$ cat src/gpf_pkg.sv
// Shared types, constants and table builders for the gas sensor ppm filter.
// Used by gpf_div and gas_sensor_ppm_filter_core; depends on nothing else.
package gpf_pkg;

  // Fixed-point and table configuration.
  localparam int PPM_FRAC_BITS     = 4;
  localparam int LOG_TABLE_ENTRIES = 64;
  localparam int IDX_W             = $clog2(LOG_TABLE_ENTRIES);
  localparam int TIX_W             = $clog2(LOG_TABLE_ENTRIES + 1);
  localparam int ENT_W             = 18;

  // Register and field widths.
  localparam int REG_W  = 20;
  localparam int RAW_W  = 16;
  localparam int OUT_W  = 18;
  localparam int STAT_W = 2;

  // Serial divider geometry: 52-bit dividend, 36-bit divisor, 24-bit quotient window.
  localparam int DIV_NW   = 52;
  localparam int DIV_DW   = 36;
  localparam int DIV_QW   = 24;
  localparam int DIV_CW   = $clog2(DIV_NW + 1);

  // Sensor and curve constants.
  localparam int SUPPLY_COUNTS = 40000;
  localparam int MIN_COUNTS    = 80;
  localparam int C1_Q16        = 283018;
  localparam int K_Q16         = 139438;
  localparam int ONE_Q16       = 65536;
  localparam int EMA_DIVISOR   = 10;

  // Average and threshold scaling.
  localparam int PPM_CAP  = 10000 << PPM_FRAC_BITS;
  localparam int AVG_W    = $clog2(PPM_CAP + 1);
  localparam int AVG_INIT = 200 << PPM_FRAC_BITS;
  localparam int WARN_TH  = 500 << PPM_FRAC_BITS;
  localparam int CRIT_TH  = 1000 << PPM_FRAC_BITS;

  // Status codes.
  localparam logic [STAT_W-1:0] ST_NORMAL   = 2'd0;
  localparam logic [STAT_W-1:0] ST_WARNING  = 2'd1;
  localparam logic [STAT_W-1:0] ST_CRITICAL = 2'd2;

  // Register indexes.
  localparam logic [1:0] REG_LOAD   = 2'd0;
  localparam logic [1:0] REG_CLEAN  = 2'd1;
  localparam logic [1:0] REG_WARMUP = 2'd2;

  typedef logic [LOG_TABLE_ENTRIES:0][ENT_W-1:0] tab_t;

  // Truncated fractional log2 of a Q16 value in [1,2), by repeated squaring.
  function automatic logic [15:0] log2_frac(input logic [31:0] x);
    logic [63:0] z;
    logic [15:0] y;
    z = 64'(x);
    y = '0;
    for (int b = 15; b >= 0; b--) begin
      z = (z * z) >> 16;
      if (z >= 64'(2 * ONE_Q16)) begin
        z = z >> 1;
        y[b] = 1'b1;
      end
    end
    return y;
  endfunction

  // Table of log2(1 + i/N) in Q16.
  function automatic tab_t build_lg();
    tab_t tab;
    logic [31:0] t;
    tab = '0;
    for (int i = 0; i < LOG_TABLE_ENTRIES; i++) begin
      t = 32'((64'(i) << 16) / LOG_TABLE_ENTRIES);
      tab[i] = ENT_W'(log2_frac(32'(ONE_Q16) + t));
    end
    tab[LOG_TABLE_ENTRIES] = ENT_W'(ONE_Q16);
    return tab;
  endfunction

  // Table of 2^(i/N) in Q16: the smallest value whose truncated log reaches i/N.
  function automatic tab_t build_ex();
    tab_t tab;
    logic [31:0] t;
    logic [31:0] lo;
    logic [31:0] hi;
    logic [31:0] mid;
    tab = '0;
    for (int i = 0; i < LOG_TABLE_ENTRIES; i++) begin
      t  = 32'((64'(i) << 16) / LOG_TABLE_ENTRIES);
      lo = 32'(ONE_Q16);
      hi = 32'(2 * ONE_Q16);
      for (int k = 0; k < 20; k++) begin
        if (lo < hi) begin
          mid = lo + ((hi - lo) >> 1);
          if (32'(log2_frac(mid)) >= t) hi = mid;
          else lo = mid + 32'd1;
        end
      end
      tab[i] = ENT_W'(lo);
    end
    tab[LOG_TABLE_ENTRIES] = ENT_W'(2 * ONE_Q16);
    return tab;
  endfunction

  localparam tab_t LG_TAB = build_lg();
  localparam tab_t EX_TAB = build_ex();

endpackage

$ cat src/gpf_div.sv
// Bit-serial restoring divider, one quotient bit per cycle.
// Depends on gpf_pkg for its widths.
module gpf_div (
  input  logic                         clk,
  input  logic                         rst,
  input  logic                         start,
  input  logic [gpf_pkg::DIV_NW-1:0]   dividend,
  input  logic [gpf_pkg::DIV_DW-1:0]   divisor,
  output logic                         done,
  output logic [gpf_pkg::DIV_QW-1:0]   quot,
  output logic                         ovf
);

  logic                         busy;
  logic [gpf_pkg::DIV_CW-1:0]   cnt;
  logic [gpf_pkg::DIV_NW-1:0]   num;
  logic [gpf_pkg::DIV_DW-1:0]   den;
  logic [gpf_pkg::DIV_DW-1:0]   rem;
  logic [gpf_pkg::DIV_DW:0]     rem_sh;
  logic                         take;

  // One trial subtraction per cycle.
  always_comb begin
    rem_sh = {rem, num[gpf_pkg::DIV_NW-1]};
    take   = rem_sh >= {1'b0, den};
  end

  // Control: busy while the dividend bits are worked, done pulses after the last.
  always_ff @(posedge clk) begin
    if (rst) begin
      busy <= 1'b0;
      done <= 1'b0;
      cnt  <= '0;
    end else begin
      done <= 1'b0;
      if (start) begin
        busy <= 1'b1;
        cnt  <= gpf_pkg::DIV_CW'(gpf_pkg::DIV_NW);
      end else if (busy) begin
        cnt <= cnt - 1'b1;
        if (cnt == gpf_pkg::DIV_CW'(1)) begin
          busy <= 1'b0;
          done <= 1'b1;
        end
      end
    end
  end

  // Datapath: quotient bits beyond the window set the overflow flag.
  always_ff @(posedge clk) begin
    if (start) begin
      num  <= dividend;
      den  <= divisor;
      rem  <= '0;
      quot <= '0;
      ovf  <= 1'b0;
    end else if (busy) begin
      num  <= num << 1;
      rem  <= take ? gpf_pkg::DIV_DW'(rem_sh - {1'b0, den}) : rem_sh[gpf_pkg::DIV_DW-1:0];
      quot <= {quot[gpf_pkg::DIV_QW-2:0], take};
      ovf  <= ovf | quot[gpf_pkg::DIV_QW-1];
    end
  end

endmodule

$ cat src/gas_sensor_ppm_filter_core.sv
// Gas concentration filter: warm-up counter, resistance ratio, log/exp curve, moving average.
// Depends on gpf_pkg and gpf_div.
// A tick request only advances the warm-up count; a sample before warm-up ends goes straight to the done state.
// A warm sample shows its result and frees the input at the same time, after
// two 52-step passes through the shared bit-serial divider, up to 23
// normalization shifts and an optional antilog step; one request is worked at a time.
// Synchronous reset restores register defaults, a zero tick count and a 200 ppm average.
module gas_sensor_ppm_filter_core (
  input  logic                          clk,
  input  logic                          rst,
  input  logic                          sample_valid,
  output logic                          sample_ready,
  input  logic                          kind,
  input  logic signed [gpf_pkg::RAW_W-1:0] raw_adc,
  output logic                          result_valid,
  input  logic                          result_ready,
  output logic [gpf_pkg::OUT_W-1:0]     filtered_ppm,
  output logic [gpf_pkg::STAT_W-1:0]    status,
  output logic                          warmed_up,
  input  logic                          wr_en,
  input  logic [1:0]                    wr_index,
  input  logic [gpf_pkg::REG_W-1:0]     wr_data
);

  localparam logic [3:0] S_IDLE   = 4'd0;
  localparam logic [3:0] S_MUL1   = 4'd1;
  localparam logic [3:0] S_MUL2   = 4'd2;
  localparam logic [3:0] S_START1 = 4'd3;
  localparam logic [3:0] S_DIV1   = 4'd4;
  localparam logic [3:0] S_NORM   = 4'd5;
  localparam logic [3:0] S_LOG1   = 4'd6;
  localparam logic [3:0] S_LOG2   = 4'd7;
  localparam logic [3:0] S_MULK   = 4'd8;
  localparam logic [3:0] S_EXP1   = 4'd9;
  localparam logic [3:0] S_EXP2   = 4'd10;
  localparam logic [3:0] S_EMA    = 4'd11;
  localparam logic [3:0] S_START2 = 4'd12;
  localparam logic [3:0] S_DIV2   = 4'd13;
  localparam logic [3:0] S_DONE   = 4'd14;

  localparam int SUM_W = gpf_pkg::AVG_W + 4;
  localparam int VW    = gpf_pkg::ENT_W + gpf_pkg::PPM_FRAC_BITS;

  logic [3:0]                    state;
  logic [gpf_pkg::REG_W-1:0]     load_res;
  logic [gpf_pkg::REG_W-1:0]     clean_res;
  logic [gpf_pkg::REG_W-1:0]     warmup_ms;
  logic [gpf_pkg::REG_W-1:0]     elapsed;
  logic [gpf_pkg::AVG_W-1:0]     avg;
  logic                          warm;
  logic [14:0]                   raw_c;
  logic [gpf_pkg::DIV_DW-1:0]    num;
  logic [gpf_pkg::DIV_NW-1:0]    div_a;
  logic [gpf_pkg::DIV_DW-1:0]    div_d;
  logic                          div_start;
  logic                          div_done;
  logic [gpf_pkg::DIV_QW-1:0]    div_q;
  logic                          div_ovf;
  logic [23:0]                   norm;
  logic [4:0]                    shifts;
  logic [gpf_pkg::ENT_W-1:0]     ta;
  logic [32:0]                   tm;
  logic signed [23:0]            diff;
  logic signed [41:0]            prod;
  logic signed [7:0]             n_int;
  logic [gpf_pkg::AVG_W-1:0]     ppm;
  logic                          accept;

  // Combinational helpers.
  logic [gpf_pkg::REG_W-1:0]     rl_eff;
  logic [gpf_pkg::REG_W-1:0]     ro_eff;
  logic [15:0]                   lfrac;
  logic [16+gpf_pkg::IDX_W-1:0]  lp;
  logic [gpf_pkg::TIX_W-1:0]     lidx;
  logic [gpf_pkg::ENT_W-1:0]     la;
  logic [gpf_pkg::ENT_W-1:0]     lb;
  logic [gpf_pkg::ENT_W-1:0]     lk;
  logic signed [5:0]             e_off;
  logic signed [23:0]            lgr;
  logic signed [27:0]            lpp;
  logic [gpf_pkg::ENT_W-1:0]     ex_val;
  logic [7:0]                    lsh;
  logic [7:0]                    rsh;
  logic [VW-1:0]                 ex_sh;
  logic [SUM_W-1:0]              ema_sum;

  assign sample_ready = (state == S_IDLE);
  assign accept       = sample_valid && sample_ready;
  assign div_start    = (state == S_START1) || (state == S_START2);

  gpf_div u_div (
    .clk      (clk),
    .rst      (rst),
    .start    (div_start),
    .dividend (div_a),
    .divisor  (div_d),
    .done     (div_done),
    .quot     (div_q),
    .ovf      (div_ovf)
  );

  // Table selection, interpolation pieces, curve and shift arithmetic.
  always_comb begin
    rl_eff = (load_res == '0) ? gpf_pkg::REG_W'(1) : load_res;
    ro_eff = (clean_res == '0) ? gpf_pkg::REG_W'(1) : clean_res;
    lfrac  = (state == S_LOG1) ? norm[22:7] : prod[31:16];
    lp     = (16 + gpf_pkg::IDX_W)'(lfrac) * (16 + gpf_pkg::IDX_W)'(gpf_pkg::LOG_TABLE_ENTRIES);
    lidx   = gpf_pkg::TIX_W'(lp[16 +: gpf_pkg::IDX_W]);
    if (state == S_LOG1) begin
      la = gpf_pkg::LG_TAB[lidx];
      lb = gpf_pkg::LG_TAB[lidx + 1'b1];
    end else begin
      la = gpf_pkg::EX_TAB[lidx];
      lb = gpf_pkg::EX_TAB[lidx + 1'b1];
    end
    lk     = ta + gpf_pkg::ENT_W'(tm[32:16]);
    e_off  = 6'sd7 - $signed({1'b0, shifts});
    lgr    = $signed({{2{e_off[5]}}, e_off, 16'd0}) + $signed({6'd0, lk});
    lpp    = 28'(prod >>> 16) + 28'(gpf_pkg::PPM_FRAC_BITS << 16);
    ex_val = lk;
    lsh    = 8'(n_int - 8'sd16);
    rsh    = 8'(8'sd16 - n_int);
    if (n_int >= 8'sd16) ex_sh = VW'(ex_val) << lsh;
    else ex_sh = VW'(ex_val) >> rsh;
    ema_sum = SUM_W'(avg) * SUM_W'(7) + SUM_W'(ppm) * SUM_W'(3) + SUM_W'(5);
  end

  // Configuration registers.
  always_ff @(posedge clk) begin
    if (rst) begin
      load_res  <= gpf_pkg::REG_W'(1000);
      clean_res <= gpf_pkg::REG_W'(983);
      warmup_ms <= gpf_pkg::REG_W'(20000);
    end else if (wr_en) begin
      unique case (wr_index)
        gpf_pkg::REG_LOAD:   load_res  <= wr_data;
        gpf_pkg::REG_CLEAN:  clean_res <= wr_data;
        gpf_pkg::REG_WARMUP: warmup_ms <= wr_data;
        default: ;
      endcase
    end
  end

  // Sequencer and control state.
  always_ff @(posedge clk) begin
    if (rst) begin
      state        <= S_IDLE;
      elapsed      <= '0;
      avg          <= gpf_pkg::AVG_W'(gpf_pkg::AVG_INIT);
      result_valid <= 1'b0;
    end else begin
      // The result register fills as a request leaves and empties when taken.
      if (state == S_DONE && (!result_valid || result_ready)) begin
        result_valid <= 1'b1;
      end else if (result_ready) begin
        result_valid <= 1'b0;
      end
      unique case (state)
        S_IDLE: begin
          if (accept) begin
            if (!kind) begin
              if (elapsed != '1) elapsed <= elapsed + 1'b1;
            end else if (elapsed >= warmup_ms) begin
              state <= S_MUL1;
            end else begin
              state <= S_DONE;
            end
          end
        end
        S_MUL1:   state <= S_MUL2;
        S_MUL2:   state <= S_START1;
        S_START1: state <= S_DIV1;
        S_DIV1:   if (div_done) state <= S_NORM;
        S_NORM:   if (norm[23]) state <= S_LOG1;
        S_LOG1:   state <= S_LOG2;
        S_LOG2:   state <= S_MULK;
        S_MULK:   state <= S_EXP1;
        S_EXP1: begin
          if (lpp >= 28'sd0 + 28'((14 + gpf_pkg::PPM_FRAC_BITS) << 16)) state <= S_EMA;
          else if (lpp < -28'sd2621440) state <= S_EMA;
          else state <= S_EXP2;
        end
        S_EXP2:   state <= S_EMA;
        S_EMA:    state <= S_START2;
        S_START2: state <= S_DIV2;
        S_DIV2: begin
          if (div_done) begin
            avg   <= div_q[gpf_pkg::AVG_W-1:0];
            state <= S_DONE;
          end
        end
        S_DONE: begin
          if (!result_valid || result_ready) state <= S_IDLE;
        end
        default: state <= S_IDLE;
      endcase
    end
  end

  // Datapath registers.
  always_ff @(posedge clk) begin
    unique case (state)
      S_IDLE: begin
        warm  <= elapsed >= warmup_ms;
        raw_c <= (raw_adc < 16'sd80) ? 15'(gpf_pkg::MIN_COUNTS) : raw_adc[14:0];
      end
      S_MUL1: begin
        num <= gpf_pkg::DIV_DW'(rl_eff) * gpf_pkg::DIV_DW'(16'(gpf_pkg::SUPPLY_COUNTS) - {1'b0, raw_c});
      end
      S_MUL2: begin
        div_a <= {num, 16'd0};
        div_d <= gpf_pkg::DIV_DW'(raw_c) * gpf_pkg::DIV_DW'(ro_eff);
      end
      S_DIV1: begin
        if (div_done) begin
          if (div_ovf) norm <= '1;
          else if (div_q == '0) norm <= 24'd1;
          else norm <= div_q;
          shifts <= '0;
        end
      end
      S_NORM: begin
        if (!norm[23]) begin
          norm   <= norm << 1;
          shifts <= shifts + 1'b1;
        end
      end
      S_LOG1, S_EXP1: begin
        ta <= la;
        tm <= 33'(lb - la) * 33'(lp[15:0]);
        n_int <= lpp[23:16];
        if (state == S_EXP1) begin
          if (lpp >= 28'sd0 + 28'((14 + gpf_pkg::PPM_FRAC_BITS) << 16))
            ppm <= gpf_pkg::AVG_W'(gpf_pkg::PPM_CAP);
          else if (lpp < -28'sd2621440) ppm <= '0;
        end
      end
      S_LOG2: diff <= 24'sd0 + 24'(gpf_pkg::C1_Q16) - lgr;
      S_MULK: prod <= 42'(diff) * $signed({1'b0, 18'(gpf_pkg::K_Q16)});
      S_EXP2: begin
        ppm <= (ex_sh > VW'(gpf_pkg::PPM_CAP)) ? gpf_pkg::AVG_W'(gpf_pkg::PPM_CAP)
                                               : gpf_pkg::AVG_W'(ex_sh);
      end
      S_EMA: begin
        div_a <= gpf_pkg::DIV_NW'(ema_sum);
        div_d <= gpf_pkg::DIV_DW'(gpf_pkg::EMA_DIVISOR);
      end
      default: ;
    endcase
  end

  // Result register, loaded as the request leaves.
  always_ff @(posedge clk) begin
    if (state == S_DONE && (!result_valid || result_ready)) begin
      filtered_ppm <= gpf_pkg::OUT_W'(avg);
      warmed_up    <= warm;
      if (avg > gpf_pkg::AVG_W'(gpf_pkg::CRIT_TH)) status <= gpf_pkg::ST_CRITICAL;
      else if (avg > gpf_pkg::AVG_W'(gpf_pkg::WARN_TH)) status <= gpf_pkg::ST_WARNING;
      else status <= gpf_pkg::ST_NORMAL;
    end
  end

  // The divider only finishes while the sequencer waits on it.
  a_div_done_waited: assert property (@(posedge clk) disable iff (rst)
    div_done |-> (state == S_DIV1 || state == S_DIV2))
    else $error("divider finished outside a wait state");

  // A tick never moves the average.
  a_tick_keeps_avg: assert property (@(posedge clk) disable iff (rst)
    (accept && !kind) |=> $stable(avg))
    else $error("tick changed the average");

  // A waiting result holds its fields until it is taken.
  a_result_held: assert property (@(posedge clk) disable iff (rst)
    (result_valid && !result_ready) |=>
      (result_valid && $stable(filtered_ppm) && $stable(status) && $stable(warmed_up)))
    else $error("waiting result changed before it was taken");

endmodule
$ cat config.mk
export PLATFORM = sky130hd
export DESIGN_NAME = gas_sensor_ppm_filter_core
export DESIGN_NICKNAME = d
export VERILOG_FILES = /design/src/gpf_pkg.sv /design/src/gpf_div.sv /design/src/gas_sensor_ppm_filter_core.sv
export SDC_FILE = /design/constraint.sdc
export NUM_CORES = 2
export LEC_CHECK = 0
export BUFFER_PORTS_ARGS = -buffer_cell sky130_fd_sc_hd__buf_2
export CAP_MARGIN = 25
export CORE_MARGIN = 5
export CORE_UTILIZATION = 40
export CTS_BUF_LIST = sky130_fd_sc_hd__clkbuf_16
export CTS_CLUSTER_DIAMETER = 100
export CTS_CLUSTER_SIZE = 28
export DETAILED_ROUTE_END_ITERATION = 7
export GPL_TIMING_DRIVEN = 0
export HOLD_SLACK_MARGIN = 0.12
export RECOVER_POWER = 50
export SYNTH_ARGS = -nofsm -noshare
export SYNTH_HDL_FRONTEND = slang
export SYNTH_SLANG_ARGS = --single-unit
$ cat constraint.sdc
create_clock -name clk -period 17.6 [get_ports clk]
set_input_delay 3.52 -clock clk [delete_from_list [all_inputs] [get_ports clk]]
set_output_delay 3.52 -clock clk [all_outputs]
set_load 0.005 [all_outputs]
==> out/qor.yml <==
status:
  status: "complete, but fails checks"
  violations: "max-capacitance violations, max-slew violations"
floorplan:
  design.die.area_sq_um: 180000
  ios: 67
  die_h_um: 424
  start_util_pct: 40.1
  die_x_um: 424
  rows: 152
  core_sq_um: 171000
global_routing:
  antenna_found_initial: 11
  grt_pass1_vias: 58000
  grt_max_degree: 36
  grt_pass1_wl_um: 360000
  grt_usage_pct: 26.0
  overflow: 0
detailed_routing:
  drtPass1Iterations: 7
  ant_nets: 0
  drt-wirelength-per-cell_um: 23.6
  wirelength_um: 238000
  route.detailed.drc: 0
  vias: 56900
  vias_per_cell: 5.63
  dr.first_iter.drc_count: 4933
sta:
  rsz0062_at_grt: "false"
  clock_skew_ns: 0.0557
  slew_headroom_pct: -72.7
  post-route-min-period_ns: 16.99
  hold_violations: 0
  maxSlewViolCount: 69
  setup-violations-final: 0
  fmax_mhz: 58.9
  tightest_slew_ns: 2.56
  period_share_pct: 96.5
  tns_ns: 0
critical_path:
  critPathSlowestCell: "clkbuf_1"
  max_stage_delay_ns: 0.95
  startpoint_type: "flop"
  critPathMaxFanout: 14
  worstSetupEndpointType: "flop"
  path_class: "flop to flop"
  cp.required_ns: 18.01
  cp.arrival_ns: 17.40
synthesis:
  synth-edff-count: 386
  yosys_most_used_dff: "edfxtp_1"
  async_flop_share_pct: 0
  ys_warn_count: 0
  syn_area_per_cell_sq_um: 8.91
  syn_area_sq_um: 68500
  synthesis.nets: 9183
  ys_seq_area_share_pct: 21.9
  ys_seq_elements: 558
  netlist-cell-type-count: 101
  synthCells: 7689
placed_design:
  gp_routability_congestion: 1.05
  place_hpwl_um: 192000
  io_buffers: 66
hold_path:
  hold_path_class: "flop to flop"
cells_and_area:
  syn_to_final_growth_pct: 6.82
  drive_above_1_share_pct: 2.94
  fillers: 17100
  finalNetCount: 9330
  utilization_pct: 42.8
clock_network:
  numCtsBuffers: 30
  htree_levels: 1
  cts_tree: "yes"
  numClockSinks: 558
  insertion_delay_ns: 0.69
  cts_buffer_depth: 3
  cts-root-buf: "clkbuf_16"
  post_cts_buffers: 0
  clk_pin_slew_ns: 0.11
job:
  drv_cap: 4
[cell families (layout without fill, tap and decap cells)]
| family | Yosys count | in the layout | synth area share [%] |
|---|---|---|---|
| and+or+nand+nor | 2548 | 2548 | 17.2 |
| adders and majority gates | 1450 | 1450 | 35.2 |
| buffers and inverters | 1427 | 1598 | 7.87 |
| AOI/OAI and AO/OA | 1344 | 1344 | 12.8 |
| DFF | 558 | 558 | 21.9 |
| xor gates and xnor gates | 268 | 268 | 3.43 |
| muxes | 94 | 94 | 1.54 |
| other | 0 | 5 | 0 |
[registers in the layout, indices dropped and copies added (netlist names), 20 cells and up]
register,count
clean_res,20
diff,24
div_a,52
div_d,35
elapsed,20
load_res,20
norm,24
num,36
prod,26
u_div.den,35
u_div.num,52
u_div.quot,24
u_div.rem,36
warmup_ms,20
[stage by stage]
step / hold WS [ns] / instances / area, sq um / setup slack [ns]
finish: 0.411 / 10100 / 73200 / 0.610
global placement: 0.405 / 9988 / 71700 / 0.303
floorplan: 0.400 / 7689 / 68500 / 6.18
detailed placement: 0.405 / 10000 / 72300 / 0.670
global route: 0.415 / 10100 / 73200 / 0.138
CTS: 0.407 / 10100 / 73400 / 0.609
[critical path, delay by kind of cell (launching register included)]
family                   cells  cell delay (ns)
buffers and inverters       11             5.20
AO/OA/AOI/OAI               16             4.38
adder cells (fa/ha/maj)      8             3.86
AND/OR/NAND/NOR              5             1.16
XOR/XNOR                     2             0.93
multiplexers                 1             0.69
flip-flops                   1             0.46
[cells in the mapped netlist, types with 10 or more instances]
master        n  area (sq um)
or3_1        36           225
nand3b_1     24           180
a221oi_1     26           228
a21o_1       74           556
inv_1      1021          3830
a311oi_1     32           280
dfxtp_1     172          3440
nand2b_1    107           669
buf_2        13          65.1
o311ai_0     17           149
buf_1        31           116
fa_1        797         16000
and2_1      322          2010
xor2_1       86           753
a31oi_1      42           263
and4_1       11          96.3
o31ai_1      27           203
nor2_1      525          1970
a21oi_1     390          1950
clkbuf_1    345          1290
nand4_1      28           175
a211oi_1     78           586
a2111oi_0    10          87.6
nor2b_1      72           450
a211o_1      20           175
nor4_1       31           194
xnor2_1     182          1590
mux2i_1      77           771
ha_1        653          8170
o211ai_1     65           488
and3_1       31           194
a21boi_0     12          90.1
nand2_1    1039          3900
o21ai_0     279          1400
o21a_1       33           248
a22oi_1      19           143
nor3_1      144           721
or2_2        18           113
o22ai_1      40           250
o221ai_1     25           219
nand3_1     128           641
o21bai_1     20           150
edfxtp_1    386         11600
[path summary, 6_finish.rpt]
| path | cells after the start | start | slack, ns | endpoint |
|---|---|---|---|---|
| setup reg to reg | 43 | state[1] | 0.61 | tm[32] |
| hold reg to reg | 0 | div_d[20] | 0.41 | u_div.den[20] |
| hold / removal | 0 | div_d[20] | 0.41 | u_div.den[20] |
| setup / recovery | 43 | state[1] | 0.61 | tm[32] |
[cell usage in the layout, fill, tap and decap left out, drive strengths merged, types with 36 or more instances in the layout]
master  instances
a211oi         82
a21o           74
a21oi         390
a31oi          42
and2          323
buf           139
clkbuf        399
dfxtp         172
edfxtp        386
fa            797
ha            653
inv          1045
mux2i          77
nand2        1039
nand2b        107
nand3         128
nor2          526
nor2b          72
nor3          147
o211ai         65
o21ai         285
o22ai          40
or3            36
xnor2         182
xor2           86
[per-layer routing]
layer / global-route usage (%) / wire [um]
met1: 35.0 / 102000
met2: 41.8 / 107000
met3: 5.07 / 19100
met4: 9.62 / 10400
met5: 0 / 19
[layout make-up]
type | instances | area, sq um | area share [%]
Antenna cell | 5 | 12.5 | 0.0171
Buffer | 393 | 1510 | 2.06
Clock buffer | 30 | 751 | 1.03
Clock inverter | 26 | 324 | 0.443
Inverter | 1034 | 3880 | 5.30
Multi-Input combinational cell | 5704 | 48100 | 65.7
Sequential cell | 558 | 15000 | 20.5
Tap cell | 2233 | 2790 | 3.82
Timing Repair Buffer | 115 | 786 | 1.07
[timing repair]
| action | in CTS | in global routing |
|---|---|---|
| hold buffers | 0 | 0 |
| endpoints found under the setup margin | 0 | 2 |
| gates resized for setup | 0 | 4 |
Power is not shown: default switching activity piles up to over one toggle a cycle in this logic, so the estimate is an artifact.
